==> config.mk <==
export PLATFORM = sky130hd
export DESIGN_NAME = ordered_record_list_core
export DESIGN_NICKNAME = d
export VERILOG_FILES = /design/src/design/orl_pkg.sv /design/src/design/orl_cell.sv /design/src/design/ordered_record_list_core.sv
export SDC_FILE = /design/constraint.sdc
export NUM_CORES = 1
export LEC_CHECK = 0
export ABC_AREA = 1
export BUFFER_PORTS_ARGS = -buffer_cell sky130_fd_sc_hd__clkbuf_2
export CAP_MARGIN = 20
export CORE_ASPECT_RATIO = 1.1
export CORE_MARGIN = 10
export CORE_UTILIZATION = 30
export CTS_CLUSTER_DIAMETER = 150
export DETAILED_ROUTE_END_ITERATION = 8
export PLACE_DENSITY_LB_ADDON = 0.25
export SYNTH_ARGS = -nofsm -noshare
export SYNTH_HDL_FRONTEND = slang
export SYNTH_HIERARCHICAL = 1
export SYNTH_SLANG_ARGS = --single-unit
==> constraint.sdc <==
create_clock -name i_clk -period 12.98 [get_ports i_clk]
set_clock_uncertainty 0.1 [all_clocks]
set_input_delay 1.298 -clock i_clk [delete_from_list [all_inputs] [get_ports i_clk]]
set_output_delay 1.298 -clock i_clk [all_outputs]
set_load 0.02 [all_outputs]
==> src/design/orl_pkg.sv <==
package orl_pkg;

    localparam int DEPTH       = 16;
    localparam int MAX_RESULTS = 16;
    localparam int ID_W        = 16;
    localparam int MARKS_W     = 10;
    localparam int OP_W        = 3;
    localparam int STATUS_W    = 3;
    localparam int IDX_W       = (DEPTH > 1) ? $clog2(DEPTH) : 1;
    localparam int CNT_W       = $clog2(DEPTH + 1);
    localparam int LIST_N      = (DEPTH < MAX_RESULTS) ? DEPTH : MAX_RESULTS;

    typedef enum logic [OP_W-1:0] {
        OP_INSERT = 3'd0,
        OP_SEARCH = 3'd1,
        OP_DELETE = 3'd2,
        OP_LIST   = 3'd3,
        OP_CLEAR  = 3'd4
    } t_op;

    typedef enum logic [STATUS_W-1:0] {
        ST_DONE      = 3'd0,
        ST_FOUND     = 3'd1,
        ST_NOT_FOUND = 3'd2,
        ST_FULL      = 3'd3,
        ST_EMPTY     = 3'd4
    } t_status;

    typedef enum logic [1:0] {
        S_IDLE,
        S_SCAN,
        S_FINISH
    } t_state;

    typedef struct packed {
        logic [ID_W-1:0]    id;
        logic [MARKS_W-1:0] marks;
    } t_rec;

    // rot: every cell takes its neighbor; ins: the cell at 'at' takes the new
    // record; del: cells at or above 'at' take their neighbor
    typedef struct packed {
        logic             rot;
        logic             ins;
        logic             del;
        logic [IDX_W-1:0] at;
    } t_cell_ctl;

endpackage

==> src/design/orl_cell.sv <==
module orl_cell (
    input  logic                      i_clk,
    input  orl_pkg::t_cell_ctl        i_ctl,
    input  logic [orl_pkg::IDX_W-1:0] i_idx,
    input  orl_pkg::t_rec             i_next,
    input  orl_pkg::t_rec             i_new,
    output orl_pkg::t_rec             o_rec
);
    import orl_pkg::*;

    t_rec r_rec;
    t_rec n_rec;

    always_comb begin
        n_rec = r_rec;
        if (i_ctl.ins && (i_idx == i_ctl.at)) begin
            n_rec = i_new;
        end else if (i_ctl.rot) begin
            n_rec = i_next;
        end else if (i_ctl.del && (i_idx >= i_ctl.at)) begin
            // close the gap left by the deleted record
            n_rec = i_next;
        end
    end

    always_ff @(posedge i_clk) begin
        r_rec <= n_rec;
    end

    assign o_rec = r_rec;

endmodule

==> src/design/ordered_record_list_core.sv <==
// Channel | Direction | Handshake               | Payload
// in      | input     | i_in_valid / o_in_stall | i_op, i_key_id, i_mark_value
// out     | output    | o_out_valid / i_out_stall | o_status, o_rec_id, o_rec_marks, o_last
//
// Insert, clear and every op on an empty list: result registered next cycle.
// Search and delete: the ring rotates every cell past the head cell in S_SCAN, then
// S_FINISH reports (and compacts the chain on delete).
// List: a full rotation of the ring, one record leaving the head each cycle; an
// output stall freezes the ring while a record waits to be emitted.
// Reset clears the state, the record count and the output valid; cell contents are undefined until written.
// The input stalls while a search, delete or list is running or the output holds.
module ordered_record_list_core (
    input  logic                         i_clk,
    input  logic                         i_rst_n,
    input  logic                         i_in_valid,
    output logic                         o_in_stall,
    input  logic [orl_pkg::OP_W-1:0]     i_op,
    input  logic [orl_pkg::ID_W-1:0]     i_key_id,
    input  logic [orl_pkg::MARKS_W-1:0]  i_mark_value,
    output logic                         o_out_valid,
    input  logic                         i_out_stall,
    output logic [orl_pkg::STATUS_W-1:0] o_status,
    output logic [orl_pkg::ID_W-1:0]     o_rec_id,
    output logic [orl_pkg::MARKS_W-1:0]  o_rec_marks,
    output logic                         o_last
);
    import orl_pkg::*;

    t_state            r_state, n_state;
    logic [CNT_W-1:0]  r_count, n_count;
    logic [IDX_W-1:0]  r_step, n_step;
    logic [IDX_W-1:0]  r_pos, n_pos;
    logic              r_found, n_found;
    t_op               r_op, n_op;
    logic [ID_W-1:0]   r_key, n_key;
    t_rec              r_hit, n_hit;

    logic              r_out_valid, n_out_valid;
    t_status           r_status;
    t_rec              r_out_rec;
    logic              r_last;

    logic              w_ld;
    t_status           w_ld_status;
    t_rec              w_ld_rec;
    logic              w_ld_last;

    t_cell_ctl         w_ctl;
    t_rec              w_rec  [DEPTH];
    t_rec              w_next [DEPTH];
    t_rec              w_new;
    t_rec              w_head;

    logic              w_out_busy;
    logic              w_acc;
    logic              w_start;
    logic              w_step_end;
    logic [CNT_W-1:0]  w_t;
    logic [CNT_W-1:0]  w_nlist;
    logic              w_emit;
    logic              w_advance;
    t_op               w_in_op;

    assign w_new      = '{id: i_key_id, marks: i_mark_value};
    assign w_head     = w_rec[0];
    assign w_out_busy = r_out_valid && i_out_stall;
    assign o_in_stall = (r_state != S_IDLE) || w_out_busy;
    assign w_acc      = i_in_valid && !o_in_stall;
    assign w_in_op    = t_op'(i_op);
    assign w_step_end = (r_step == IDX_W'(DEPTH - 1));
    assign w_t        = CNT_W'(r_step);
    assign w_nlist    = (r_count > CNT_W'(LIST_N)) ? CNT_W'(LIST_N) : r_count;
    assign w_emit     = (w_t < w_nlist);
    assign w_advance  = !(w_emit && w_out_busy);

    always_comb begin
        w_start = 1'b0;
        if (w_acc && (r_count != '0)) begin
            w_start = (w_in_op == OP_SEARCH) || (w_in_op == OP_DELETE) ||
                      (w_in_op == OP_LIST);
        end
    end

    // chain of cells, closed into a ring for rotation
    for (genvar g = 0; g < DEPTH; g++) begin : g_cell
        assign w_next[g] = w_rec[(g + 1) % DEPTH];

        orl_cell u_cell (
            .i_clk  (i_clk),
            .i_ctl  (w_ctl),
            .i_idx  (IDX_W'(g)),
            .i_next (w_next[g]),
            .i_new  (w_new),
            .o_rec  (w_rec[g])
        );
    end

    always_comb begin
        n_state = r_state;
        unique case (r_state)
            S_IDLE: begin
                if (w_start) begin
                    n_state = S_SCAN;
                end
            end
            S_SCAN: begin
                if (w_step_end) begin
                    if (r_op == OP_LIST) begin
                        if (w_advance) begin
                            n_state = S_IDLE;
                        end
                    end else begin
                        n_state = S_FINISH;
                    end
                end
            end
            S_FINISH: begin
                if (!w_out_busy) begin
                    n_state = S_IDLE;
                end
            end
            default: n_state = S_IDLE;
        endcase
    end

    always_comb begin
        n_count     = r_count;
        n_step      = r_step;
        n_pos       = r_pos;
        n_found     = r_found;
        n_op        = r_op;
        n_key       = r_key;
        n_hit       = r_hit;
        w_ctl       = '0;
        w_ld        = 1'b0;
        w_ld_status = ST_DONE;
        w_ld_rec    = '0;
        w_ld_last   = 1'b1;

        unique case (r_state)
            S_IDLE: begin
                if (w_acc) begin
                    n_step  = '0;
                    n_found = 1'b0;
                    n_op    = w_in_op;
                    n_key   = i_key_id;
                    unique case (w_in_op)
                        OP_INSERT: begin
                            w_ld = 1'b1;
                            if (r_count == CNT_W'(DEPTH)) begin
                                w_ld_status = ST_FULL;
                            end else begin
                                w_ctl.ins = 1'b1;
                                w_ctl.at  = r_count[IDX_W-1:0];
                                n_count   = r_count + 1'b1;
                            end
                        end
                        OP_SEARCH, OP_DELETE: begin
                            if (r_count == '0) begin
                                w_ld        = 1'b1;
                                w_ld_status = ST_NOT_FOUND;
                            end
                        end
                        OP_LIST: begin
                            if (r_count == '0) begin
                                w_ld        = 1'b1;
                                w_ld_status = ST_EMPTY;
                            end
                        end
                        OP_CLEAR: begin
                            w_ld = 1'b1;
                            if (r_count == '0) begin
                                w_ld_status = ST_EMPTY;
                            end else begin
                                n_count = '0;
                            end
                        end
                        default: ;
                    endcase
                end
            end
            S_SCAN: begin
                if (r_op == OP_LIST) begin
                    if (w_advance) begin
                        w_ctl.rot = 1'b1;
                        n_step    = r_step + 1'b1;
                        if (w_emit) begin
                            w_ld        = 1'b1;
                            w_ld_status = ST_FOUND;
                            w_ld_rec    = w_head;
                            w_ld_last   = ((w_t + 1'b1) == w_nlist);
                        end
                    end
                end else begin
                    w_ctl.rot = 1'b1;
                    n_step    = r_step + 1'b1;
                    // latch the first match as it passes the head
                    if ((w_t < r_count) && !r_found && (w_head.id == r_key)) begin
                        n_found = 1'b1;
                        n_pos   = r_step;
                        n_hit   = w_head;
                    end
                end
            end
            S_FINISH: begin
                if (!w_out_busy) begin
                    w_ld = 1'b1;
                    if (!r_found) begin
                        w_ld_status = ST_NOT_FOUND;
                    end else if (r_op == OP_DELETE) begin
                        w_ld_status = ST_DONE;
                        w_ctl.del   = 1'b1;
                        w_ctl.at    = r_pos;
                        n_count     = r_count - 1'b1;
                    end else begin
                        w_ld_status = ST_FOUND;
                        w_ld_rec    = r_hit;
                    end
                end
            end
            default: ;
        endcase
    end

    always_comb begin
        n_out_valid = w_ld || w_out_busy;
    end

    always_ff @(posedge i_clk) begin
        if (!i_rst_n) begin
            r_state     <= S_IDLE;
            r_count     <= '0;
            r_out_valid <= 1'b0;
        end else begin
            r_state     <= n_state;
            r_count     <= n_count;
            r_out_valid <= n_out_valid;
        end
    end

    always_ff @(posedge i_clk) begin
        r_step  <= n_step;
        r_pos   <= n_pos;
        r_found <= n_found;
        r_op    <= n_op;
        r_key   <= n_key;
        r_hit   <= n_hit;
        if (w_ld) begin
            r_status  <= w_ld_status;
            r_out_rec <= w_ld_rec;
            r_last    <= w_ld_last;
        end
    end

    assign o_out_valid = r_out_valid;
    assign o_status    = r_status;
    assign o_rec_id    = r_out_rec.id;
    assign o_rec_marks = r_out_rec.marks;
    assign o_last      = r_last;

`ifndef SYNTHESIS
    a_count_bound: assert property (@(posedge i_clk) disable iff (!i_rst_n)
        r_count <= CNT_W'(DEPTH))
        else $error("record count above depth");

    a_insert_grows: assert property (@(posedge i_clk) disable iff (!i_rst_n)
        (w_acc && (w_in_op == OP_INSERT) && (r_count != CNT_W'(DEPTH)))
        |=> (r_count == $past(r_count) + 1'b1))
        else $error("insert did not add a record");

    a_delete_shrinks: assert property (@(posedge i_clk) disable iff (!i_rst_n)
        ((r_state == S_FINISH) && !w_out_busy && r_found && (r_op == OP_DELETE))
        |=> (r_count == $past(r_count) - 1'b1))
        else $error("delete did not remove a record");

    a_no_load_stalled: assert property (@(posedge i_clk) disable iff (!i_rst_n)
        w_out_busy |-> !w_ld)
        else $error("result loaded over a stalled transfer");
`endif

endmodule

==> flow_metrics.py <==
metrics = {
    "route": {
        "via_count": 16700,
        "drtIter0Drc": 1332,
        "via_per_inst": 4.34,
        "wl_per_cell_um": 16.6,
        "antenna_left": 0,
        "drc": 0,
        "routed_wl_um": 63900,
        "first_pass_iters": 7,
    },
    "logic_synthesis": {
        "synth_flop_cell": "edfxtp_1",
        "synth_simple_gate_area_share_pct": 27.0,
        "synth_top_area_share_pct": 60.9,
        "ys_seq_area_share_pct": 61.5,
        "synthArstFlopShare_pct": 0,
        "synth_compound_area_share_pct": 1.30,
        "synth-xor-area-share_pct": 0.426,
        "synthTopCellsByArea": "edfxtp_1 (61%), nand2_1 (23%), ha_1 (4.0%), inv_1 (2.7%), buf_6 (1.6%)",
        "synth_area_leader_cell": "edfxtp_1",
        "synth_top_family_by_area": "simple AND/OR/NAND/NOR gates",
        "synth_edf_count": 500,
        "synthMuxAreaShare_pct": 0,
        "synth_cell_types": 35,
        "yosys_register_bits": 508,
        "synthTopCellsByCount": "nand2_1 (1523), edfxtp_1 (500), inv_1 (176), nor2_1 (93), ha_1 (79)",
        "synth_fa_ha_area_share_pct": 4.01,
        "yosys.cell_count.top_type": "nand2_1",
        "netlist_instances": 2619,
        "yosysWarnings": 6,
        "syn_area_sq_um": 24700,
        "syn_area_per_cell_sq_um": 9.42,
    },
    "critical_path": {
        "critPathLaunch": "i_op[1]",
        "startpoint_type": "input pin",
        "worst-setup-path-type": "input pin to register",
        "r2r-start": "r_count[0]",
        "cp.arrival_ns": 5.57,
        "cp_max_fo": 27,
        "setup.worst_path.end_class": "register",
        "worst_ep_required_time_ns": 13.09,
    },
    "pwr": {
        "power.leakage_nw": 12.1,
        "vdd.ir_drop.worst_mv": 0.0999,
        "power_density_nw_per_um2": 188,
    },
    "grt": {
        "grtUsageMet3_pct": 2.99,
        "grt_overflow": 0,
        "use_met1_pct": 19.2,
        "grt_use_total_pct": 13.4,
        "met2_usage_pct": 19.9,
        "antenna_found_initial": 0,
        "grt_most_used_layer": "met2",
        "grt_pass1_wl_um": 96800,
        "first_global_vias": 15700,
        "grt_max_degree": 31,
    },
    "final_layout": {
        "nets": 2852,
        "drive_gt1_share_pct": 8.05,
        "design_area_sq_um": 28000,
        "stdcell_count": 3846,
        "diodes": 0,
        "syn_to_final_growth_pct": 13.4,
    },
    "timing": {
        "setup-tns-final_ns": 0,
        "rsz0062_at_grt": "no",
        "slew_headroom_pct": 28.5,
        "layout_min_cycle_time_ns": 5.46,
        "slew_violations": 0,
        "finalSetupViolations": 0,
        "worstMarginPinSlew_ns": 1.07,
        "max_freq_mhz": 183,
        "timing.final.hold_violations": 0,
        "setup_ws_ns": 7.52,
        "fin_crit_sh_pct": 42.1,
    },
    "clock_tree": {
        "path_clk_slew_ns": 0.06,
        "clockRootBuffer": "clkbuf_16",
        "htreeDepth": 2,
        "cts_buffers": 54,
        "hold_buffers": 0,
        "clk_latency_ns": 0.60,
        "tritoncts": "yes",
        "cts.sinks": 508,
        "ctsResizeCount": 0,
        "post-cts-setup-buffer-count": 0,
        "cts_max_path_buffers": 3,
    },
    "place": {
        "post_dp_cell_area_sq_um": 26100,
        "gp_congestion": 0.820,
        "dp.cells": 3741,
        "port_buffers": 64,
        "dp_slack_ns": 6.88,
        "dpl.hpwl_um": 40500,
    },
    "floorplan": {
        "pin_count": 65,
        "die-area_sq_um": 94100,
        "fp-row-count": 110,
        "die_height_um": 321,
        "coreArea_sq_um": 81800,
        "start_util_pct": 30.2,
        "die_w_um": 293,
    },
    "run": {
        "drv_cap": 0,
    },
    "status": {
        "status": "complete, no violations",
    },
    "min_path": {
        "min-delay-start": "g_cell[4].u_cell/o_rec[17]",
        "hp-class": "register to register",
    },
}
[path summary, 6_finish.rpt]
check	end	slack (ns)	cells past startpoint
min	g_cell[3].u_cell/o_rec[17]	0.41	2
min reg2reg	g_cell[3].u_cell/o_rec[17]	0.41	2
max reg2reg	g_cell[6].u_cell/o_rec[13]	7.77	19
max	g_cell[6].u_cell/o_rec[13]	7.52	18
[worst max-delay path: stages]
cell	delay [ns]
clkbuf_2	0.11
nor2_1	0.22
inv_1	0.12
nor2_1	0.13
nand2_1	0.12
nor2_4	0.08
buf_4	0.52
inv_1	0.16
o21ai_2	0.63
buf_4	0.30
inv_1	0.06
ha_1	0.29
nand2_1	0.08
nor2_4	0.11
nand2_4	0.19
clkinv_4	0.26
nor2_1	0.06
nand2_1	0.79
[metal layers]
metal	share of wire (%)	vias up	wire length [um]
met5	0	-	0
met4	2.7	0	1740
met3	6.9	96	4420
met2	42	496	26700
met1	49	7560	31100
li1	-	8521	-
[state kept, by name, indices dropped and copies added (netlist names), 4 cells and up]
register and count:
r_count 5, r_step 4, g_cell.u_cell/o_rec 416, r_key 16, o_rec_id 16, o_rec_marks 10
r_hit 26, r_pos 4
[logic make-up (layout without fill, tap and decap cells)]
| family | after synthesis | in the layout |
|---|---|---|
| other cells | 2 | 64 |
| compound gates | 59 | 59 |
| xor+xnor | 12 | 12 |
| fa+ha+maj | 79 | 79 |
| simple gates | 1688 | 1688 |
| flops | 508 | 508 |
| buf+inv | 271 | 372 |
[final cells by class]
class                           count  area (sq um)
Fill cell                        8362         53800
Sequential cell                   508         15200
Multi-Input combinational cell   1902          8360
Clock buffer                       63          1410
Tap cell                         1064          1330
Inverter                          196           823
Timing Repair Buffer               78           566
Clock inverter                     35           315
[metrics by stage]
step                util, %  power [mW]  hold slack [ns]
finish                 34.2        5.25            0.412
global route           34.2        5.54            0.434
CTS                    34.0        5.25            0.414
detailed placement     31.9        3.69            0.401
global placement       31.9        3.71            0.402
floorplan                 -        3.30            0.351
[power breakdown]
group          switching [mW]  internal [mW]  leakage, nW  total [mW]
clock network           0.647          0.874        0.843        1.52
logic                   0.793          0.334         6.54        1.13
registers               0.179           2.42         4.70        2.60
total                    1.62           3.63         12.1        5.25
[layout by cell type, fill, tap and decap left out, types with 11 or more instances in the layout]
cell type  synthesis  final
nand2_1         1523   1523
edfxtp_1         500    500
inv_1            176    176
nor2_1            93     91
ha_1              79     79
conb_1             2     64
clkbuf_2           0     64
clkbuf_16          0     55
a21oi_1           37     37
nand3_1           20     20
nor2_4            16     17
nand2_4           16     16
clkinv_4          16     16
clkinv_1           2     13
o21ai_0           15     11
clkinv_2           0     11
Note: power is estimated with default switching activity, not from simulation.
